==> config.mk <==
export PLATFORM = sky130hd
export DESIGN_NAME = numeric_literal_recognizer
export DESIGN_NICKNAME = d
export VERILOG_FILES = /design/src/rtl/nlr_pkg.sv /design/src/rtl/nlr_in_reg.sv /design/src/rtl/nlr_scan.sv /design/src/rtl/nlr_out_reg.sv /design/src/rtl/numeric_literal_recognizer.sv
export SDC_FILE = /design/constraint.sdc
export NUM_CORES = 1
export LEC_CHECK = 0
export ABC_AREA = 1
export BUFFER_PORTS_ARGS = -buffer_cell sky130_fd_sc_hd__buf_2
export CAP_MARGIN = 0
export CORE_ASPECT_RATIO = 1.1
export CORE_MARGIN = 5
export CORE_UTILIZATION = 55
export CTS_CLUSTER_SIZE = 20
export DETAILED_ROUTE_END_ITERATION = 10
export GPL_ROUTABILITY_DRIVEN = 0
export MAX_ROUTING_LAYER = met4
export PLACE_DENSITY_LB_ADDON = 0.08
export SLEW_MARGIN = 40
export SYNTH_ARGS = -nofsm -noshare
export SYNTH_HDL_FRONTEND = slang
export SYNTH_HIERARCHICAL = 1
export SYNTH_SLANG_ARGS = --single-unit
==> constraint.sdc <==
create_clock -name clk -period 1.8 [get_ports clk]
set_input_delay 0.09 -clock clk [delete_from_list [all_inputs] [get_ports clk]]
set_output_delay 0.09 -clock clk [all_outputs]
set_load 0.02 [all_outputs]
==> src/rtl/nlr_pkg.sv <==
// Package: types, state codes and character classes of the literal scanner.
`timescale 1ns / 1ps
package nlr_pkg;

  typedef logic [3:0] scan_state_t;

  localparam scan_state_t ST_START     = 4'd0;
  localparam scan_state_t ST_SIGNED    = 4'd1;
  localparam scan_state_t ST_ZERO      = 4'd2;
  localparam scan_state_t ST_DEC_INT   = 4'd3;
  localparam scan_state_t ST_DEC_DOT   = 4'd4;
  localparam scan_state_t ST_EXP_START = 4'd5;
  localparam scan_state_t ST_EXP_SIGN  = 4'd6;
  localparam scan_state_t ST_EXP_DIG   = 4'd7;
  localparam scan_state_t ST_HEX_START = 4'd8;
  localparam scan_state_t ST_HEX_DIG   = 4'd9;
  localparam scan_state_t ST_BIN_START = 4'd10;
  localparam scan_state_t ST_BIN_DIG   = 4'd11;
  localparam scan_state_t ST_DEAD      = 4'd12;

  localparam logic [1:0] KIND_DEC_INT  = 2'd0;
  localparam logic [1:0] KIND_DEC_FRAC = 2'd1;
  localparam logic [1:0] KIND_HEX      = 2'd2;
  localparam logic [1:0] KIND_BIN      = 2'd3;

  localparam logic [7:0] CH_ZERO  = 8'h30;
  localparam logic [7:0] CH_ONE   = 8'h31;
  localparam logic [7:0] CH_NINE  = 8'h39;
  localparam logic [7:0] CH_LO_A  = 8'h61;
  localparam logic [7:0] CH_LO_F  = 8'h66;
  localparam logic [7:0] CH_UP_A  = 8'h41;
  localparam logic [7:0] CH_UP_F  = 8'h46;
  localparam logic [7:0] CH_PLUS  = 8'h2B;
  localparam logic [7:0] CH_MINUS = 8'h2D;
  localparam logic [7:0] CH_DOT   = 8'h2E;
  localparam logic [7:0] CH_LO_X  = 8'h78;
  localparam logic [7:0] CH_UP_X  = 8'h58;
  localparam logic [7:0] CH_LO_B  = 8'h62;
  localparam logic [7:0] CH_UP_B  = 8'h42;
  localparam logic [7:0] CH_LO_E  = 8'h65;
  localparam logic [7:0] CH_UP_E  = 8'h45;

  typedef struct packed {
    logic [7:0] ch;
    logic       last;
  } nlr_item_t;

  // is_number in bit 0, kind above it
  typedef struct packed {
    logic [1:0] kind;
    logic       is_number;
  } nlr_result_t;

  function automatic logic is_dec(input logic [7:0] c);
    return (c >= CH_ZERO) && (c <= CH_NINE);
  endfunction

  function automatic logic is_hex(input logic [7:0] c);
    return is_dec(c) || ((c >= CH_LO_A) && (c <= CH_LO_F)) ||
           ((c >= CH_UP_A) && (c <= CH_UP_F));
  endfunction

  function automatic logic is_sign(input logic [7:0] c);
    return (c == CH_PLUS) || (c == CH_MINUS);
  endfunction

  function automatic logic is_exp(input logic [7:0] c);
    return (c == CH_LO_E) || (c == CH_UP_E);
  endfunction

  function automatic scan_state_t next_state(input scan_state_t s, input logic [7:0] c);
    scan_state_t n;
    n = ST_DEAD;
    unique case (s)
      ST_START: begin
        if (is_sign(c))      n = ST_SIGNED;
        else if (c == CH_ZERO) n = ST_ZERO;
        else if (is_dec(c))  n = ST_DEC_INT;
      end
      ST_SIGNED: begin
        if (c == CH_ZERO)    n = ST_ZERO;
        else if (is_dec(c))  n = ST_DEC_INT;
      end
      ST_ZERO: begin
        if ((c == CH_LO_X) || (c == CH_UP_X))      n = ST_HEX_START;
        else if ((c == CH_LO_B) || (c == CH_UP_B)) n = ST_BIN_START;
        else if (is_dec(c))                        n = ST_DEC_INT;
        else if (c == CH_DOT)                      n = ST_DEC_DOT;
        else if (is_exp(c))                        n = ST_EXP_START;
      end
      ST_DEC_INT: begin
        if (is_dec(c))        n = ST_DEC_INT;
        else if (c == CH_DOT) n = ST_DEC_DOT;
        else if (is_exp(c))   n = ST_EXP_START;
      end
      ST_DEC_DOT: begin
        if (is_dec(c))      n = ST_DEC_DOT;
        else if (is_exp(c)) n = ST_EXP_START;
      end
      ST_EXP_START: begin
        if (is_sign(c))     n = ST_EXP_SIGN;
        else if (is_dec(c)) n = ST_EXP_DIG;
      end
      ST_EXP_SIGN, ST_EXP_DIG: begin
        if (is_dec(c)) n = ST_EXP_DIG;
      end
      ST_HEX_START, ST_HEX_DIG: begin
        if (is_hex(c)) n = ST_HEX_DIG;
      end
      ST_BIN_START, ST_BIN_DIG: begin
        if ((c == CH_ZERO) || (c == CH_ONE)) n = ST_BIN_DIG;
      end
      default: n = ST_DEAD;   // dead state and unused codes
    endcase
    return n;
  endfunction

  // Verdict for the state reached on the final character.
  function automatic nlr_result_t classify(input scan_state_t s);
    nlr_result_t r;
    r = '0;
    unique case (s)
      ST_ZERO, ST_DEC_INT: begin
        r.is_number = 1'b1;
        r.kind      = KIND_DEC_INT;
      end
      ST_DEC_DOT, ST_EXP_DIG: begin
        r.is_number = 1'b1;
        r.kind      = KIND_DEC_FRAC;
      end
      ST_HEX_DIG: begin
        r.is_number = 1'b1;
        r.kind      = KIND_HEX;
      end
      ST_BIN_DIG: begin
        r.is_number = 1'b1;
        r.kind      = KIND_BIN;
      end
      default: r = '0;
    endcase
    return r;
  endfunction

endpackage

==> src/rtl/nlr_in_reg.sv <==
// Input register: captures one character beat per cycle, except while a held final beat waits for the result register.
`timescale 1ns / 1ps
module nlr_in_reg
  import nlr_pkg::*;
(
  input  logic      clk,
  input  logic      rst_n,
  input  logic      in_tvalid,
  output logic      in_tready,
  input  nlr_item_t in_item,
  input  logic      advance,     // held beat consumed by the scanner
  output logic      hold_valid,
  output nlr_item_t hold_item
);

  logic      valid_r, valid_nxt;
  nlr_item_t item_r;

  assign in_tready = !valid_r || advance;

  always_comb begin
    valid_nxt = valid_r;
    if (in_tready) valid_nxt = in_tvalid;
  end

  always_ff @(posedge clk) begin
    if (!rst_n) begin
      valid_r <= 1'b0;
    end else begin
      valid_r <= valid_nxt;
    end
  end

  always_ff @(posedge clk) begin
    if (in_tvalid && in_tready) item_r <= in_item;
  end

  assign hold_valid = valid_r;
  assign hold_item  = item_r;

endmodule

==> src/rtl/nlr_scan.sv <==
// Scanner: token automaton state and the per-character transition.
`timescale 1ns / 1ps
module nlr_scan
  import nlr_pkg::*;
(
  input  logic        clk,
  input  logic        rst_n,
  input  logic        hold_valid,
  input  nlr_item_t   hold_item,
  input  logic        out_free,    // result register can take a result
  output logic        advance,
  output logic        res_load,
  output nlr_result_t res
);

  scan_state_t state_r, state_nxt;
  scan_state_t step;

  assign step    = next_state(state_r, hold_item.ch);
  // mid-token characters never wait on the output side
  assign advance = hold_valid && (!hold_item.last || out_free);
  assign res_load = advance && hold_item.last;
  assign res      = classify(step);

  always_comb begin
    state_nxt = state_r;
    if (advance) state_nxt = hold_item.last ? ST_START : step;
  end

  always_ff @(posedge clk) begin
    if (!rst_n) begin
      state_r <= ST_START;
    end else begin
      state_r <= state_nxt;
    end
  end

endmodule

==> src/rtl/nlr_out_reg.sv <==
// Result register toward the output channel.
`timescale 1ns / 1ps
module nlr_out_reg
  import nlr_pkg::*;
(
  input  logic        clk,
  input  logic        rst_n,
  input  logic        res_load,
  input  nlr_result_t res,
  output logic        out_free,
  output logic        out_tvalid,
  input  logic        out_tready,
  output nlr_result_t out_res
);

  logic        valid_r, valid_nxt;
  nlr_result_t res_r;

  assign out_free = !valid_r || out_tready;

  always_comb begin
    valid_nxt = valid_r;
    if (out_free) valid_nxt = res_load;
  end

  always_ff @(posedge clk) begin
    if (!rst_n) begin
      valid_r <= 1'b0;
    end else begin
      valid_r <= valid_nxt;
    end
  end

  always_ff @(posedge clk) begin
    if (res_load) res_r <= res;
  end

  assign out_tvalid = valid_r;
  assign out_res    = res_r;

endmodule

==> src/rtl/numeric_literal_recognizer.sv <==
// A final character's verdict passes through the input register and the result register before it shows on out_tvalid.
// Throughput: one character beat per cycle, except while a final character waits for the result register to free up.
// Mid-token characters yield no output beat; only the final character does.
// Reset (rst_n low, synchronous) empties both registers and returns the
// scanner to the start-of-token state.
`timescale 1ns / 1ps
module numeric_literal_recognizer
  import nlr_pkg::*;
(
  input  logic       clk,
  input  logic       rst_n,
  input  logic       in_tvalid,
  output logic       in_tready,
  input  logic [7:0] in_tdata,   // [7:0] ch
  input  logic       in_tlast,   // final character of the token
  output logic       out_tvalid,
  input  logic       out_tready,
  output logic [7:0] out_tdata   // [0] is_number, [2:1] kind, [7:3] zero
);

  nlr_item_t   in_item;
  nlr_item_t   hold_item;
  logic        hold_valid;
  logic        advance;
  logic        res_load;
  logic        out_free;
  nlr_result_t res;
  nlr_result_t out_res;

  assign in_item.ch   = in_tdata;
  assign in_item.last = in_tlast;

  // Stage 1: character beat held for the scanner.
  nlr_in_reg u_in_reg (
    .clk        (clk),
    .rst_n      (rst_n),
    .in_tvalid  (in_tvalid),
    .in_tready  (in_tready),
    .in_item    (in_item),
    .advance    (advance),
    .hold_valid (hold_valid),
    .hold_item  (hold_item)
  );

  // Stage 2: one automaton step per beat; verdict on the final character.
  nlr_scan u_scan (
    .clk        (clk),
    .rst_n      (rst_n),
    .hold_valid (hold_valid),
    .hold_item  (hold_item),
    .out_free   (out_free),
    .advance    (advance),
    .res_load   (res_load),
    .res        (res)
  );

  // Result register: keeps mid-token input moving while a verdict waits downstream.
  nlr_out_reg u_out_reg (
    .clk        (clk),
    .rst_n      (rst_n),
    .res_load   (res_load),
    .res        (res),
    .out_free   (out_free),
    .out_tvalid (out_tvalid),
    .out_tready (out_tready),
    .out_res    (out_res)
  );

  assign out_tdata = {5'b0, out_res};

endmodule

==> summary.txt, run 1 <==
Drt
  • Initial DRC count: 42
  • Routed vias: 1378
  • DRT Pass-1 Iters: 4
  • Vias per cell: 5.085
  • Final wirelength: around 3.5 mm
  • Post-DR wirelength/cell: 12.74 µm
  • DRC Markers: 0
  • Final ANT Viol Nets: 0

STA
  • Fin. max-slew vios: 0
  • Sum Neg Setup Slack: -0.09208 ns
  • Min Clock Period, post-route: 1.848 ns
  • Fmax: 0.5411 GHz
  • Clock skew: 0.005439 ns
  • RSZ-0062 raised after global routing: true
  • Setup WS post-layout: -0.04823 ns
  • Final period utilization: 102.7%
  • Final hold violation count: 0
  • Setup-failing EPs final: 2

Pwr
  • PwrDens: between 500 and 600 nW/µm²
  • Internal Pwr Total: 635.7 µW
  • Peak VDD IR: 0.5845 mV
  • Sw Share: 30.23%
  • Leak: 0.8183 nW
  • Combinational share of power: approximately 25%
  • Clock power frac: about a fifth
  • Tot Pwr: 911.1 µW
  • Sequential Power Share: 53.7%
  • Switching power: between 200 and 300 µW

Placed design
  • DP HPWL: 2.355 mm
  • IO Port Bufs: 17
  • Total placed cells including tap cells: roughly 260

Clock tree
  • CTS sink count: 18
  • Skew-Pair Late Insertion Delay: between 0.2 and 0.3 ns
  • CTS H-tree depth: 1
  • Clock-pin slew on the worst setup and hold paths: 0.10 ns
  • TritonCTS clock tree: yes
  • CTS Buffer Depth: 2
  • CTS Root Cell: clkbuf_4
  • Number of buffers created by CTS: 3

Yosys
  • Mean Syn Cell Area: 6.563 µm²
  • Sequential-to-total area share from yosys stat: 35.89%
  • Total number of yosys warnings: 6
  • Cells after Synth: 204
  • Mapped Area: 1339 µm²
  • Seq cells post-synth: 18
  • Netlist cell types: 24

Critical path
  • Critical-path maximum fanout: 6
  • Crit start category: flip-flop
  • Crit path DAT: 1.89 ns
  • Crit path kind: flip-flop to flip-flop
  • Crit-path most repeated cell: nand2_2
  • CP Capture Type: flip-flop
  • Slowest-stage cell, CP: edfxtp_1
  • Slowest Stage Delay on Critical Path: between 0.5 and 0.6 ns
  • Crit-path cells: inv_2 > nand2_2 > nor2_2 > nand2_2 > nand2_2 > nand2_2 > nand2_2 > nand3_2 > a21oi_2 > nor2_2 > nand3_2 > nand2_1
  • CP Data Required Time: approximately 1.8 ns

GRT
  • Grt met1 use: between 20% and 30%
  • GR Layer Usage met2: 36.54%
  • Vias in the first global route: 1256
  • Total GRT Usage: 19.64%
  • Grt met3 use: 1.860%
  • GR Overflow Total: 0
  • Antenna violations before repair: 0
  • Largest net degree at the start of global routing: 11
  • First-pass GRT wire length: 5.168 mm
  • Most used routing layer: met2

Floorplanning
  • Cell Rows: 18
  • DIE AREA: 3522 µm²
  • Die Wd: 57.04 µm
  • Initial core utilization: 58.28%
  • Core outline area: 2297 µm²
  • Vert. Die Dim: 61.75 µm
  • IO Pins: 23

Hold path
  • HP Class: input port to flip-flop

Outcome
  • Outcome: finished with violations
  • Failing checks: negative setup slack

Cells and area
  • Layout area overhead: 26.07%
  • Nets@finish: roughly 260
  • Inserted Diodes: 0
  • Number of fillers in the final layout: 205
  • Layout cells sized above 1: 35.27%
  • Final non-filler cell total: 271

Flow run
  • Maximum Capacitance Violations: 0
[final timing paths]
kind	cells past startpoint	slack [ns]	from	end
worst max-delay path	12	-0.05	u_in_reg/hold_item[3]	u_out_reg/out_res[0]
worst min-delay path	3	0.05	rst_n	u_in_reg/hold_valid
worst max register to register	12	-0.05	u_in_reg/hold_item[3]	u_out_reg/out_res[0]
worst min register to register	2	0.49	u_out_reg/out_tvalid	u_out_reg/out_tvalid
[metrics by stage]
stage	utilization (%)	hold WS, ns	setup slack, ns	instance area, µm²
after global placement	64.60	0.2666	0.03106	1484
after CTS	69.66	0.03999	0.003302	1600
final	73.47	0.05226	-0.04823	1688
after detailed placement	64.60	0.2684	0.02145	1484
after global routing	73.47	0.04689	-0.1852	1688
after floorplan	-	0.1889	0.1502	1354
[power by group through the flow]
stage / combinational [mW] / clock [mW] / sequential (mW)
floorplan: 0.145 / 0 / 0.499
global placement: 0.185 / 0 / 0.496
detailed placement: 0.189 / 0 / 0.497
CTS: 0.205 / 0.201 / 0.487
global route: 0.254 / 0.222 / 0.492
finish: 0.231 / 0.191 / 0.489
[sequential cells by signal, summed over array words and instances, names as in the netlist]
signal,count
u_in_reg/hold_item,9
u_scan/state_r,4
u_out_reg/out_res,3
u_in_reg/hold_valid,1
u_out_reg/out_tvalid,1
[synth_stat cells]
master / n / area, µm²
o21ai_1: 2 / 10.01
nor2_1: 31 / 116.4
dfxtp_1: 6 / 120.1
buf_4: 5 / 37.54
a21oi_1: 10 / 50.05
edfxtp_1: 12 / 360.4
nor2_2: 2 / 12.51
buf_6: 2 / 22.52
nand4_1: 1 / 6.260
conb_1: 1 / 3.750
a21oi_2: 3 / 26.28
nor2_8: 1 / 20.02
o211ai_1: 1 / 7.510
nor2_4: 1 / 11.26
o21ai_0: 2 / 10.01
nand3_2: 2 / 20.02
inv_2: 13 / 48.80
clkinv_1: 2 / 7.510
o21ai_2: 1 / 8.760
inv_1: 18 / 67.56
nand3_1: 13 / 65.06
o2111ai_1: 1 / 8.760
nand2_1: 66 / 247.7
nand2_2: 8 / 50.05
[worst max-delay path: cells and delay by family, from the launching register on]
kind / cells / cell delay, ns
buf+inv: 1 / 0.13
compound gates: 1 / 0.17
simple gates: 10 / 0.78
flops: 1 / 0.52
[area by class of cell]
class                      instances  area (µm²)  area share, %
multi-input combinational        150       765.7          45.37
sequential                        18       480.5          28.47
timing repair buffer              36       254.0          15.05
inverter                          33       123.9          7.339
tap                               30       37.54          2.224
clock buffer                       3       22.52          1.334
clock inverter                     1       3.754         0.2224
[timing repair]
item,4_1_cts,5_1_grt
hold buffers,9,0
resized for setup,0,26
hold endpoints to repair,9,0
setup endpoints to repair,0,3
setup buffers,0,1
[metal layers]
layer	vias to the layer above	wire length (µm)	part of all wire, %
met5	-	0	0
met4	0	62	1.8
met3	6	140	4.1
met2	40	1847	54
met1	637	1402	41
li1	695	-	-
[layout by cell type, fill, tap and decap left out, drive strengths merged]
cell          n
a21oi        13
clkbuf        3
nand4         1
dfxtp         6
edfxtp       12
nand2        74
clkinv        3
o2111ai       1
inv          31
conb          5
nor2         35
o211ai        1
o21ai         5
nand3        15
buf          27
dlygate4sd3   9
[logic make-up after synthesis]
logic type	count (synthesis)	synth area share, %
buffers and inverters	40	13.74
AOI/OAI and AO/OA	20	9.066
and+or+nand+nor	125	41.03
other	1	0.2801
DFF	18	35.89
Power figures use the tool's default switching activity.
==> run 2: changes to the inputs <==
Settings changed: ABC_AREA 1 to not set.
==> summary.txt, run 2 <==
Drt
  • DRT Pass-1 Iters: 4 (unchanged)
  • Post-DR wirelength/cell: 19.20 µm (was 12.74 µm)
  • Final ANT Viol Nets: 0 (unchanged)
  • Final wirelength: 4.513 mm (was 3.452 mm)
  • Initial DRC count: 94 (was 42)
  • Vias per cell: 6.272 (was 5.085)
  • Routed vias: 1474 (was 1378)
  • DRC Markers: 0 (unchanged)

Yosys
  • Netlist cell types: 53 (was 24)
  • Sequential-to-total area share from yosys stat: 37.72% (was 35.89%)
  • Post-synth EDFFs: 12 (unchanged)
  • Cells after Synth: 134 (was 204)
  • Mapped Area: 1274 µm² (was 1339 µm²)
  • Top_reg_cell synth: edfxtp_1 (unchanged)
  • Total number of yosys warnings: 6 (unchanged)
  • Top cells by instance count after synthesis: edfxtp_1, nand2_1, nor2_1 (was nand2_1, nor2_1, inv_1, inv_2, nand3_1)
  • Mean Syn Cell Area: 9.505 µm² (was 6.563 µm²)
  • Synth top area share: 28.29% (was 26.92%)
  • Most frequent cell after synthesis: edfxtp_1 (was nand2_1)
  • Leading area contributor after synthesis: edfxtp_1 (unchanged)
  • Seq cells post-synth: 18 (unchanged)
  • Area contributors post-synth: edfxtp_1, dfxtp_1, nor4_4 (was edfxtp_1, nand2_1, dfxtp_1)
  • Fraction of registers with async set/reset: 0% (unchanged)

STA
  • Min Clock Period, post-route: 2.351 ns (was 1.848 ns)
  • Sum Neg Setup Slack: -3.140 ns (was -0.09208 ns)
  • Final period utilization: 130.6% (was 102.7%)
  • Setup-failing EPs final: 7 (was 2)
  • Clock skew: 0.01245 ns (was 0.005439 ns)
  • Final hold violation count: 0 (unchanged)
  • Fmax: 0.4254 GHz (was 0.5411 GHz)
  • Setup WS post-layout: -0.5509 ns (was -0.04823 ns)
  • Fin. max-slew vios: 0 (unchanged)
  • RSZ-0062 raised after global routing: true (unchanged)

Pwr
  • Peak VDD IR: 0.5811 mV (was 0.5845 mV)
  • PwrDens: 525.2 nW/µm² (was 539.8 nW/µm²)
  • Leak: 0.8091 nW (was 0.8183 nW)

Placed design
  • IO Port Bufs: 17 (unchanged)
  • DP HPWL: 2.593 mm (was 2.355 mm)
  • Dpl ws: -0.4737 ns (was 0.02145 ns)

Critical path
  • Crit-path cells: or4b_4 > nor4_4 > nor3_1 > o2111a_2 > and3_1 > mux2i_1 > o22ai_1 (was inv_2 > nand2_2 > nor2_2 > nand2_2 > nand2_2 > nand2_2 > nand2_2 > nand3_2 > a21oi_2 > nor2_2 > nand3_2 > nand2_1)
  • Crit path kind: flip-flop to flip-flop (unchanged)
  • Crit start category: flip-flop (unchanged)
  • CP Capture Type: flip-flop (unchanged)
  • Slowest Stage Delay on Critical Path: 0.61 ns (was 0.52 ns)
  • Crit path DAT: 2.41 ns (was 1.89 ns)
  • Critical-path maximum fanout: 5 (was 6)
  • CP Data Required Time: 1.85 ns (was 1.84 ns)
  • Slowest-stage cell, CP: or4b_4 (was edfxtp_1)

Cells and area
  • Layout cells sized above 1: 46.34% (was 35.27%)
  • Most common cell after layout, fill and taps aside: buf_4 (was nand2_1)
  • Max reg flops: 9 (unchanged)
  • Nets@finish: 219 (was 255)
  • Most frequent cells in the layout: buf_4, buf_2, edfxtp_1, dlygate4sd3_1, nor2_1 (was nand2_1, nor2_1, buf_2, inv_1, nand2_2)
  • Layout area overhead: 52.36% (was 26.07%)
  • Inserted Diodes: 0 (unchanged)

Outcome
  • Outcome: finished with violations (unchanged)
  • Failing checks: negative setup slack (unchanged)

GRT
  • Vias in the first global route: 1493 (was 1256)
  • First-pass GRT wire length: 6.975 mm (was 5.168 mm)
  • Total GRT Usage: 28.00% (was 19.64%)
  • Antenna violations before repair: 0 (unchanged)
  • Largest net degree at the start of global routing: 14 (was 11)
  • GR Overflow Total: 0 (unchanged)

Floorplanning
  • Vert. Die Dim: 60.47 µm (was 61.75 µm)
  • Cell Rows: 18 (unchanged)
  • IO Pins: 23 (unchanged)
  • DIE AREA: 3379 µm² (was 3522 µm²)
  • Die Wd: 55.89 µm (was 57.04 µm)
  • Initial core utilization: 57.13% (was 58.28%)
  • Core outline area: 2230 µm² (was 2297 µm²)

Clock tree
  • Number of buffers created by CTS: 3 (unchanged)
  • Skew-Pair Late Insertion Delay: 0.31 ns (was 0.28 ns)
  • CTS Root Cell: clkbuf_4 (unchanged)
  • CTS H-tree depth: 1 (unchanged)
  • CTS Buffer Depth: 2 (unchanged)
  • Clock-pin slew on the worst setup and hold paths: 0.12 ns (was 0.10 ns)
  • CTS sink count: 18 (unchanged)
  • TritonCTS clock tree: yes (unchanged)

Hold path
  • HP Class: input port to flip-flop (unchanged)

Flow run
  • Maximum Capacitance Violations: 0 (unchanged)
## run 2: cell types whose count changed in the layout (fill, tap and decap cells not counted), sizes merged, moves of 3 or more
cell,delta
nand2,-65
buf,+39
inv,-25
nor2,-25
nand3,-14
a21oi,-11
nor2b,+6
nor3,+6
nor4,+6
a21boi,+3
and2,+3
and3,+3
or3,+3
## run 2: area by class of cell
| type | instances | area, µm² |
|---|---|---|
| Fill cell | 108 | 289.0 |
| Clock inverter | 1 | 3.754 |
| Tap cell | 30 | 37.54 |
| Sequential cell | 18 | 480.5 |
| Timing Repair Buffer | 75 | 574.3 |
| Inverter | 6 | 22.52 |
| Clock buffer | 3 | 22.52 |
| Multi-Input combinational cell | 102 | 799.5 |
## run 2: through the flow
stage               instance area, µm²  utilization (%)  hold slack (ns)  instances  power [mW]
floorplan                         1291                -           0.1889        138      0.6393
global placement                  1665            74.69           0.2663        214      0.7292
detailed placement                1665            74.69           0.2681        214      0.7373
CTS                               1902            85.30          0.04082        233      0.9714
global route                      1941            87.04          0.05674        235       1.058
finish                            1941            87.04          0.05801        235       1.019
## run 2: logic make-up (layout without fill, tap and decap cells)
family	Yosys count	count (layout)	synth area share (%)
buffers and inverters	18	85	7.072
DFF	18	18	37.72
AOI/OAI and AO/OA	33	33	19.75
and+or+nand+nor	61	61	33.01
xor gates and xnor gates	2	2	1.375
other	1	5	0.2944
muxes	1	1	0.7859
## run 2: timing repair
action | 4_1_cts | 5_1_grt
hold buffers | 9 | 0
cloned | 0 | 0
endpoints found under the hold margin | 9 | 0
endpoints found under the setup margin | 7 | 7
resized for setup | 14 | 7
pin swaps | 5 | 5
buffers inserted | 6 | 3
## run 2: worst max-delay path: cells and delay by family, from the launching register on
kind,cells,cell delay [ns]
AO/OA/AOI/OAI,2,0.39
flip-flops,1,0.43
multiplexers,1,0.12
AND/OR/NAND/NOR,4,1.15
## run 2: layer usage
metal | routed length, µm | GRT usage (%) | vias up
met5 | 0 | - | -
met4 | 228 | 13.56 | 0
met3 | 382 | 4.894 | 29
met2 | 2245 | 51.35 | 103
met1 | 1656 | 29.72 | 691
li1 | - | - | 651
## run 2: power breakdown
part | switching (mW) | total, mW | internal (mW)
Combinational | 0.157 | 0.316 | 0.160
Sequential | 0.0185 | 0.485 | 0.466
Clock | 0.137 | 0.218 | 0.0810
Total | 0.312 | 1.02 | 0.707
## run 2: final timing paths
kind,slack (ns),endpoint,start,cells after the start
setup / recovery,-0.55,u_out_reg/out_res[0],u_in_reg/hold_item[5],7
hold / removal,0.06,u_in_reg/hold_valid,in_tvalid,3
setup reg to reg,-0.55,u_out_reg/out_res[0],u_in_reg/hold_item[5],7
hold reg to reg,0.52,u_out_reg/out_tvalid,u_out_reg/out_tvalid,2
